**src/assert_macros.svh**
```systemverilog
// assertion macros included by the parser top level
`ifndef ASSERT_MACROS_SVH
`define ASSERT_MACROS_SVH

// same-cycle implication, checked on clk_i, off while rst_ni is low
`define ASSERT_IMP(lbl, ante, cons) \
  lbl: assert property (@(posedge clk_i) disable iff (!rst_ni) (ante) |-> (cons)) \
    else $error("implication check failed");

// next-cycle implication, checked on clk_i, off while rst_ni is low
`define ASSERT_NXT(lbl, ante, cons) \
  lbl: assert property (@(posedge clk_i) disable iff (!rst_ni) (ante) |=> (cons)) \
    else $error("next-cycle check failed");

`endif

```
**src/ihmp_pkg.sv**
```systemverilog
// types, constants and helper functions of the ipv4 host/mask/port parser
package ihmp_pkg;

  typedef logic [2:0] ihmp_phase_t;

  localparam ihmp_phase_t PH_OCTET       = 3'd0;
  localparam ihmp_phase_t PH_AFTER_ADDR  = 3'd1;
  localparam ihmp_phase_t PH_PREFIX      = 3'd2;
  localparam ihmp_phase_t PH_PORT_FIRST  = 3'd3;
  localparam ihmp_phase_t PH_PORT_SECOND = 3'd4;
  localparam ihmp_phase_t PH_PORT_DEC    = 3'd5;
  localparam ihmp_phase_t PH_PORT_HEX    = 3'd6;
  localparam ihmp_phase_t PH_DONE        = 3'd7;

  localparam logic [7:0] CH_NUL   = 8'h00;
  localparam logic [7:0] CH_DOT   = 8'h2E;
  localparam logic [7:0] CH_SLASH = 8'h2F;
  localparam logic [7:0] CH_COLON = 8'h3A;
  localparam logic [7:0] CH_0     = 8'h30;
  localparam logic [7:0] CH_9     = 8'h39;
  localparam logic [7:0] CH_A_UP  = 8'h41;
  localparam logic [7:0] CH_F_UP  = 8'h46;
  localparam logic [7:0] CH_A_LO  = 8'h61;
  localparam logic [7:0] CH_F_LO  = 8'h66;
  localparam logic [7:0] CH_X_UP  = 8'h58;
  localparam logic [7:0] CH_X_LO  = 8'h78;

  localparam logic [31:0] MASK_ALL  = 32'hFFFF_FFFF;
  localparam logic [15:0] PORT_RST  = 16'd47808;
  localparam logic [7:0]  PREFIX_SAT = 8'd255;
  localparam logic [7:0]  PREFIX_MAX = 8'd31;
  localparam logic [5:0]  MASK_BITS = 6'd32;

  typedef struct packed {
    logic [7:0] ch;
    logic       last;
  } ihmp_in_t;

  typedef struct packed {
    logic [31:0] host;
    logic [31:0] mask;
    logic [15:0] port;
  } ihmp_out_t;

  typedef struct packed {
    ihmp_phase_t phase;
    logic [1:0]  octet_index;
    logic [7:0]  octet_value;
    logic [31:0] host_accum;
    logic [7:0]  prefix_count;
    logic        prefix_seen;
    logic [15:0] port_accum;
    logic        port_given;
  } ihmp_state_t;

  localparam ihmp_state_t STATE_CLEAR = '{
    phase: PH_OCTET, octet_index: 2'd0, octet_value: 8'd0, host_accum: 32'd0,
    prefix_count: 8'd0, prefix_seen: 1'b0, port_accum: 16'd0, port_given: 1'b0
  };

  function automatic logic is_dec(input logic [7:0] c);
    return c inside {[CH_0:CH_9]};
  endfunction

  // {valid, value} of a hex digit
  function automatic logic [4:0] hex_digit(input logic [7:0] c);
    logic [4:0] r;
    r = 5'd0;
    if (c inside {[CH_0:CH_9]}) begin
      r = {1'b1, c[3:0]};
    end else if (c inside {[CH_A_UP:CH_F_UP], [CH_A_LO:CH_F_LO]}) begin
      r = {1'b1, 4'(c[3:0] + 4'd9)};
    end
    return r;
  endfunction

  // octet placed at its byte lane, first octet in the top byte
  function automatic logic [31:0] pending_octet(input logic [7:0] v, input logic [1:0] idx);
    return {v, 24'd0} >> {idx, 3'd0};
  endfunction

  function automatic ihmp_phase_t after_addr(input logic [7:0] c);
    ihmp_phase_t p;
    case (c)
      CH_SLASH: p = PH_PREFIX;
      CH_COLON: p = PH_PORT_FIRST;
      default:  p = PH_DONE;
    endcase
    return p;
  endfunction

endpackage

```
**src/ihmp_step.sv**
```systemverilog
// per-character parse step: next parse state and the result fields
module ihmp_step (
  input  ihmp_pkg::ihmp_state_t state_i,
  input  ihmp_pkg::ihmp_in_t    item_i,
  input  logic [15:0]           default_port_i,
  output ihmp_pkg::ihmp_state_t state_o,
  output ihmp_pkg::ihmp_out_t   result_o
);
  import ihmp_pkg::*;

  ihmp_state_t s;
  logic [7:0]  c;
  logic [3:0]  dig;
  logic [4:0]  hex;
  logic [11:0] pfx_n;
  logic [11:0] oct_n;
  logic [15:0] dec_port;

  assign c   = item_i.ch;
  assign dig = c[3:0];
  assign hex = hex_digit(c);

  // times ten plus digit, as shifts and adds
  assign oct_n    = ({4'd0, state_i.octet_value} << 3) + ({4'd0, state_i.octet_value} << 1)
                  + {8'd0, dig};
  assign pfx_n    = ({4'd0, state_i.prefix_count} << 3) + ({4'd0, state_i.prefix_count} << 1)
                  + {8'd0, dig};
  assign dec_port = (state_i.port_accum << 3) + (state_i.port_accum << 1) + {12'd0, dig};

  always_comb begin
    s = state_i;
    if (c == CH_NUL) begin
      s.phase = PH_DONE;
    end else begin
      case (state_i.phase)
        PH_OCTET: begin
          if (is_dec(c)) begin
            s.octet_value = oct_n[7:0];
          end else begin
            s.host_accum  = state_i.host_accum
                          | pending_octet(state_i.octet_value, state_i.octet_index);
            s.octet_value = 8'd0;
            if (c == CH_DOT) begin
              if (state_i.octet_index == 2'd3) s.phase = PH_AFTER_ADDR;
              else s.octet_index = state_i.octet_index + 2'd1;
            end else begin
              s.phase = after_addr(c);
            end
          end
        end
        PH_AFTER_ADDR: s.phase = after_addr(c);
        PH_PREFIX: begin
          if (is_dec(c)) begin
            s.prefix_count = (pfx_n > {4'd0, PREFIX_SAT}) ? PREFIX_SAT : pfx_n[7:0];
            s.prefix_seen  = 1'b1;
          end else begin
            s.phase = (c == CH_COLON) ? PH_PORT_FIRST : PH_DONE;
          end
        end
        PH_PORT_FIRST: begin
          if (is_dec(c)) begin
            s.port_accum = {12'd0, dig};
            s.port_given = 1'b1;
            s.phase      = PH_PORT_SECOND;
          end else begin
            s.phase = PH_DONE;
          end
        end
        PH_PORT_SECOND: begin
          if (c == CH_X_UP || c == CH_X_LO) begin
            s.port_accum = 16'd0;
            s.phase      = PH_PORT_HEX;
          end else if (is_dec(c)) begin
            s.port_accum = dec_port;
            s.phase      = PH_PORT_DEC;
          end else begin
            s.phase = PH_DONE;
          end
        end
        PH_PORT_DEC: begin
          if (is_dec(c)) s.port_accum = dec_port;
          else s.phase = PH_DONE;
        end
        PH_PORT_HEX: begin
          if (hex[4]) s.port_accum = {state_i.port_accum[11:0], hex[3:0]};
          else s.phase = PH_DONE;
        end
        default: s.phase = PH_DONE;
      endcase
    end
  end

  always_comb begin
    result_o.host = s.host_accum | pending_octet(s.octet_value, s.octet_index);
    result_o.mask = MASK_ALL;
    if (s.prefix_seen && s.prefix_count != 8'd0 && s.prefix_count <= PREFIX_MAX) begin
      result_o.mask = MASK_ALL << (MASK_BITS - {1'b0, s.prefix_count[4:0]});
    end
    result_o.port = s.port_given ? s.port_accum : default_port_i;
  end

  // state clears once a result goes out
  assign state_o = item_i.last ? STATE_CLEAR : s;

endmodule

```
**src/ihmp_out_reg.sv**
```systemverilog
// result register with valid/stall toward the consumer
module ihmp_out_reg (
  input  logic                clk_i,
  input  logic                rst_ni,
  input  logic                load_i,
  input  ihmp_pkg::ihmp_out_t data_i,
  output logic                free_o,
  output logic                out_valid_o,
  input  logic                out_stall_i,
  output ihmp_pkg::ihmp_out_t out_data_o
);
  import ihmp_pkg::*;

  logic      valid_q, valid_d;
  ihmp_out_t data_q;

  assign free_o  = !valid_q || !out_stall_i;
  assign valid_d = load_i ? 1'b1 : (free_o ? 1'b0 : valid_q);

  always_ff @(posedge clk_i or negedge rst_ni) begin
    if (!rst_ni) begin
      valid_q <= 1'b0;
    end else begin
      valid_q <= valid_d;
    end
  end

  always_ff @(posedge clk_i) begin
    if (load_i) begin
      data_q <= data_i;
    end
  end

  assign out_valid_o = valid_q;
  assign out_data_o  = data_q;

endmodule

```
**src/ipv4_host_mask_port_parser_unit.sv**
```systemverilog
// top level of the ipv4 host/mask/port text parser
// throughput: one character transfer per cycle, with no bubbles while the result register
//   can take a last character's result
// result path: a last character waits in the input register, its result in the result register
// only a stalled result register holding a result can stall a last character
// reset clears parse state and valids; default_port comes up as 47808
module ipv4_host_mask_port_parser_unit (
  input  logic               clk_i,
  input  logic               rst_ni,
  // character channel
  input  logic               in_valid_i,
  output logic               in_stall_o,
  input  ihmp_pkg::ihmp_in_t in_data_i,
  // result channel
  output logic                out_valid_o,
  input  logic                out_stall_i,
  output ihmp_pkg::ihmp_out_t out_data_o,
  // default port register
  input  logic                cfg_we_i,
  input  logic [15:0]         cfg_wdata_i
);
  import ihmp_pkg::*;
  `include "assert_macros.svh"

  // input register
  logic     in_valid_q, in_valid_d;
  ihmp_in_t in_q;
  logic     in_take;

  // parse state and config
  ihmp_state_t state_q, state_d;
  logic [15:0] default_port_q;

  // result path
  ihmp_out_t result;
  logic      out_free;
  logic      advance;
  logic      out_load;

  // a character without last never needs the result register, so it always moves on
  assign advance    = in_valid_q && (!in_q.last || out_free);
  assign out_load   = advance && in_q.last;
  assign in_stall_o = in_valid_q && !advance;
  assign in_take    = in_valid_i && !in_stall_o;
  assign in_valid_d = in_take ? 1'b1 : (advance ? 1'b0 : in_valid_q);

  always_ff @(posedge clk_i or negedge rst_ni) begin
    if (!rst_ni) begin
      in_valid_q <= 1'b0;
    end else begin
      in_valid_q <= in_valid_d;
    end
  end

  always_ff @(posedge clk_i) begin
    if (in_take) begin
      in_q <= in_data_i;
    end
  end

  // parse step on the registered character
  ihmp_step u_step (
    .state_i        (state_q),
    .item_i         (in_q),
    .default_port_i (default_port_q),
    .state_o        (state_d),
    .result_o       (result)
  );

  always_ff @(posedge clk_i or negedge rst_ni) begin
    if (!rst_ni) begin
      state_q        <= STATE_CLEAR;
      default_port_q <= PORT_RST;
    end else begin
      if (advance) begin
        state_q <= state_d;
      end
      if (cfg_we_i) begin
        default_port_q <= cfg_wdata_i;
      end
    end
  end

  // result register decouples the consumer stall from the parser
  ihmp_out_reg u_out_reg (
    .clk_i       (clk_i),
    .rst_ni      (rst_ni),
    .load_i      (out_load),
    .data_i      (result),
    .free_o      (out_free),
    .out_valid_o (out_valid_o),
    .out_stall_i (out_stall_i),
    .out_data_o  (out_data_o)
  );

  // a last character leaves a result behind
  `ASSERT_NXT(a_last_gives_result, out_load, out_valid_o)
  // parse state is back at its start after each result
  `ASSERT_NXT(a_state_clears, out_load,
              state_q.phase == PH_OCTET && !state_q.port_given && !state_q.prefix_seen)
  // the mask is always a run of ones from the top bit
  `ASSERT_IMP(a_mask_contig, out_valid_o,
              ((~out_data_o.mask) & ((~out_data_o.mask) + 32'd1)) == 32'd0)

endmodule

```
**config.mk**
```make
export PLATFORM = sky130hd
export DESIGN_NAME = ipv4_host_mask_port_parser_unit
export DESIGN_NICKNAME = d
export VERILOG_FILES = /design/src/ihmp_pkg.sv /design/src/ihmp_step.sv /design/src/ihmp_out_reg.sv /design/src/ipv4_host_mask_port_parser_unit.sv
export VERILOG_INCLUDE_DIRS = /design/src /design/src/src
export SDC_FILE = /design/constraint.sdc
export NUM_CORES = 1
export LEC_CHECK = 0
export BUFFER_PORTS_ARGS = -buffer_cell sky130_fd_sc_hd__buf_2
export CAP_MARGIN = 0
export CELL_PAD_IN_SITES_DETAIL_PLACEMENT = 1
export CELL_PAD_IN_SITES_GLOBAL_PLACEMENT = 2
export CORE_MARGIN = 3
export CORE_UTILIZATION = 41
export DETAILED_ROUTE_END_ITERATION = 10
export GPL_ROUTABILITY_DRIVEN = 0
export PLACE_DENSITY = 0.83
export SLEW_MARGIN = 10
export SYNTH_ARGS = -nofsm -noshare
export SYNTH_HDL_FRONTEND = slang
export SYNTH_SLANG_ARGS = --single-unit
```
**constraint.sdc**
```tcl
create_clock -name clk_i -period 6.93 [get_ports clk_i]
set_input_delay 1.386 -clock clk_i [delete_from_list [all_inputs] [get_ports clk_i]]
set_output_delay 1.386 -clock clk_i [all_outputs]
set_load 0.03 [all_outputs]
```
==> summary.txt <==
Floorplan
  • Io pins: 112
  • Core area: 22800 um^2
  • Die Area: 25200 um^2
  • Row Count: 55
  • Die W: 159 um
  • DIE HEIGHT: 159 um
  • Initial Util: 42.0%

Worst setup path
  • CP endpoint kind: flop
  • CP Launch Type: flop
  • Crit path kind: reg2reg
  • Arrival @ worst endpoint: 5000 ps
  • Critical Path RT: 7110 ps
  • Critical Path Fanout Max: 10

STA
  • Setup_tns: 0 ps
  • Min Tclk post-route: 4820 ps
  • Setup Viol. Count Final: 0
  • Max Slew Vio Count: 0
  • Max Freq: 207 MHz
  • Hold Vio Cnt, Final: 0
  • Worst Tran Pin Value: 1210 ps
  • Clock skew: 11.8 ps
  • Fin crit share: 69.6%
  • Relative slew slack: 18.7%
  • RSZ-0062 raised after global routing: no

Global route
  • GRT Total Usage: 21.7%
  • Largest net degree at the start of global routing: 81
  • First-pass GRT wire length: 43900 um
  • Vias in the first global route: 7761
  • Congestion Overflow GR: 0
  • Initial antenna violation count: 0

Finish
  • Area Overhead vs Synth: 15.0%
  • Diode count: 0
  • Final Cell Area: 11000 um^2
  • Layout cells sized above 1: 18.8%
  • Fin nets: 1104
  • Commonest non-fill, non-tap cell in the layout: a21oi_1
  • Most frequent cells in the layout: a21oi_1, buf_2, edfxtp_1, o21ai_0, nor2_1
  • Fill count: 2569

Placed design
  • Dpl cell area: 10400 um^2
  • Final HPWL DP: 19200 um
  • I/O Buffers: 111

Worst hold path
  • Hold crit path type: reg2reg

Detailed routing
  • Detailed Route WL: 27400 um
  • Via Count: 7641
  • Drt drc: 0
  • Drt initial violations: 469
  • Residual antenna-violating net count after detailed routing: 0
  • Per-cell routed wire length: 20.5 um
  • Drt via density: 5.72
  • Initial DRT Pass Iterations: 5

Clock network
  • CTS sink cnt: 178
  • Clock Root Buffer: clkbuf_16
  • Clk_lat worst skew: 440 ps
  • Max Buffers Root-to-Sink: 2
  • CTS clk-pin slew, worst paths: 80 ps
  • CTS tree: done
  • Num CTS Buffers: 17
  • Post-CTS Setup Bufs: 0
  • H-tree levels: 4
  • # hold bufs at CTS: 0
  • CTS resizes: 0

Synthesis
  • Mapped cell area: 9570 um^2
  • Multiplexer area fraction after synthesis: 2.59%
  • Synth async-reset ratio: 50.0%
  • Post-synthesis xor/xnor area fraction: 2.11%
  • Syn Area/Cell: 10.4 um^2
  • Post-synthesis compound-gate area fraction: 20.8%
  • Yosys warning total: 0
  • Unique masters post-synth: 73
  • Syn_nets: 1011
  • Largest family of logic cells by synthesized area: compound AO/OA/AOI/OAI gates
  • Largest cells by area after synthesis: edfxtp_1, dfrtp_1, ha_1, a21oi_1, o21ai_0
  • Synth area leader: edfxtp_1
  • Simple-gate portion of the synthesized area: 11.5%
  • Yosys reg bits: 178
  • Post-synthesis instance total: 918
  • Post-synthesis sequential area ratio: 51.3%
  • Post-synthesis adder-cell area fraction: 8.71%
  • Number of synthesized flops with an enable pin: 89
  • Main synth FF type: edfxtp_1
  • Synth top area share: 27.9%

Run status
  • Outcome: finished clean

Pwr
  • Maximum vdd drop: 0.000162 V
  • Pwr per Cell Area: 229 nW/um^2
  • Lkg Pwr: 0.00463 uW

Flow run
  • Reported max-cap violation count: 0
## worst max-delay path, cell delays in order (launching register included)
cell,delay [ps]
edfxtp_1,620
inv_1,160
fa_1,610
fa_1,280
nor2b_4,70
o2111a_1,260
or4_4,500
a221oi_4,440
and2_1,300
nand2b_1,120
a21oi_1,220
ha_1,380
inv_1,140
o21ai_0,90
o21ai_1,230
o211ai_1,130
## final timing paths
check	startpoint	to	slack, ps	cells after the start
min in group asynchronous	rst_ni	default_port_q[5]	920	1
hold reg to reg	state_q[27]	state_q[27]	500	2
hold / removal	state_q[27]	state_q[27]	500	2
setup / recovery	in_q[4]	u_out_reg.out_data_o[37]	2110	15
setup reg to reg	in_q[4]	u_out_reg.out_data_o[37]	2110	15
max in group asynchronous	rst_ni	state_q[67]	4880	2
## flip-flops by register name, summed over array words and instances (netlist names)
signal                 flops
default_port_q            16
state_q                   71
in_q                       9
u_out_reg.out_valid_o      1
in_valid_q                 1
u_out_reg.out_data_o      80
## cells in the mapped netlist (all sizes together), types with 3 or more instances
cell and n:
clkbuf 36, and3 4, dfrtp 82, o21a 8
xor2 9, buf 7, nor3 16, mux2 22
a21oi 117, a31oi 7, o21bai 3, o2111ai 4
a211oi 9, a41oi 4, nor3b 3, and2 9
a21o 13, a22oi 13, inv 28, o31ai 4
o211a 3, or3 3, or2 4, o22ai 6
nor2b 6, fa 6, dfstp 7, nand3 12
a22o 8, nand2b 10, o221ai 3, nand2 75
a222oi 4, a32o 3, xnor2 14, edfxtp 89
nor2 83, o21ai 91, ha 57, nor4 4
## final cells by class
| cell class | count | area (um^2) | share of cell area, % |
|---|---|---|---|
| repair buffers | 117 | 603 | 5.48 |
| multi-input cells | 668 | 4400 | 40.0 |
| clock inverters | 14 | 163 | 1.48 |
| inverters | 29 | 111 | 1.01 |
| clock buffers | 18 | 429 | 3.90 |
| well taps | 313 | 392 | 3.56 |
| flip-flops and latches | 178 | 4910 | 44.6 |
## per-layer routing
metal  vias up  track usage, %  wire [um]  part of all wire [%]
li1       3588               -          -                     -
met1      3863            31.4      13300                    48
met2       159            34.3      12800                    47
met3        31            3.24        998                   3.6
met4         0            5.69        368                   1.3
met5         -               0          0                     0
## power by group
part | switching [uW] | internal (uW)
clock network | 489 | 488
registers | 43.9 | 1150
logic | 236 | 110
## logic make-up after synthesis
family                     Yosys count
xor gates and xnor gates            23
and+or+nand+nor                    238
AOI/OAI and AO/OA                  321
adders and majority gates           63
muxes                               22
other                                1
DFF                                178
buffers and inverters               72
## through the flow
stage / hold slack (ps) / worst slack, ps / power [uW] / cells / util [%]
floorplan: 458 / 2000 / 1450 / 918 / -
global placement: 474 / 2380 / 1560 / 1305 / 45.7
detailed placement: 484 / 2120 / 1560 / 1305 / 45.7
CTS: 502 / 2100 / 2540 / 1337 / 48.3
global route: 520 / 1740 / 2620 / 1337 / 48.3
finish: 497 / 2110 / 2520 / 1337 / 48.3
(Power assumes the default switching activity.)
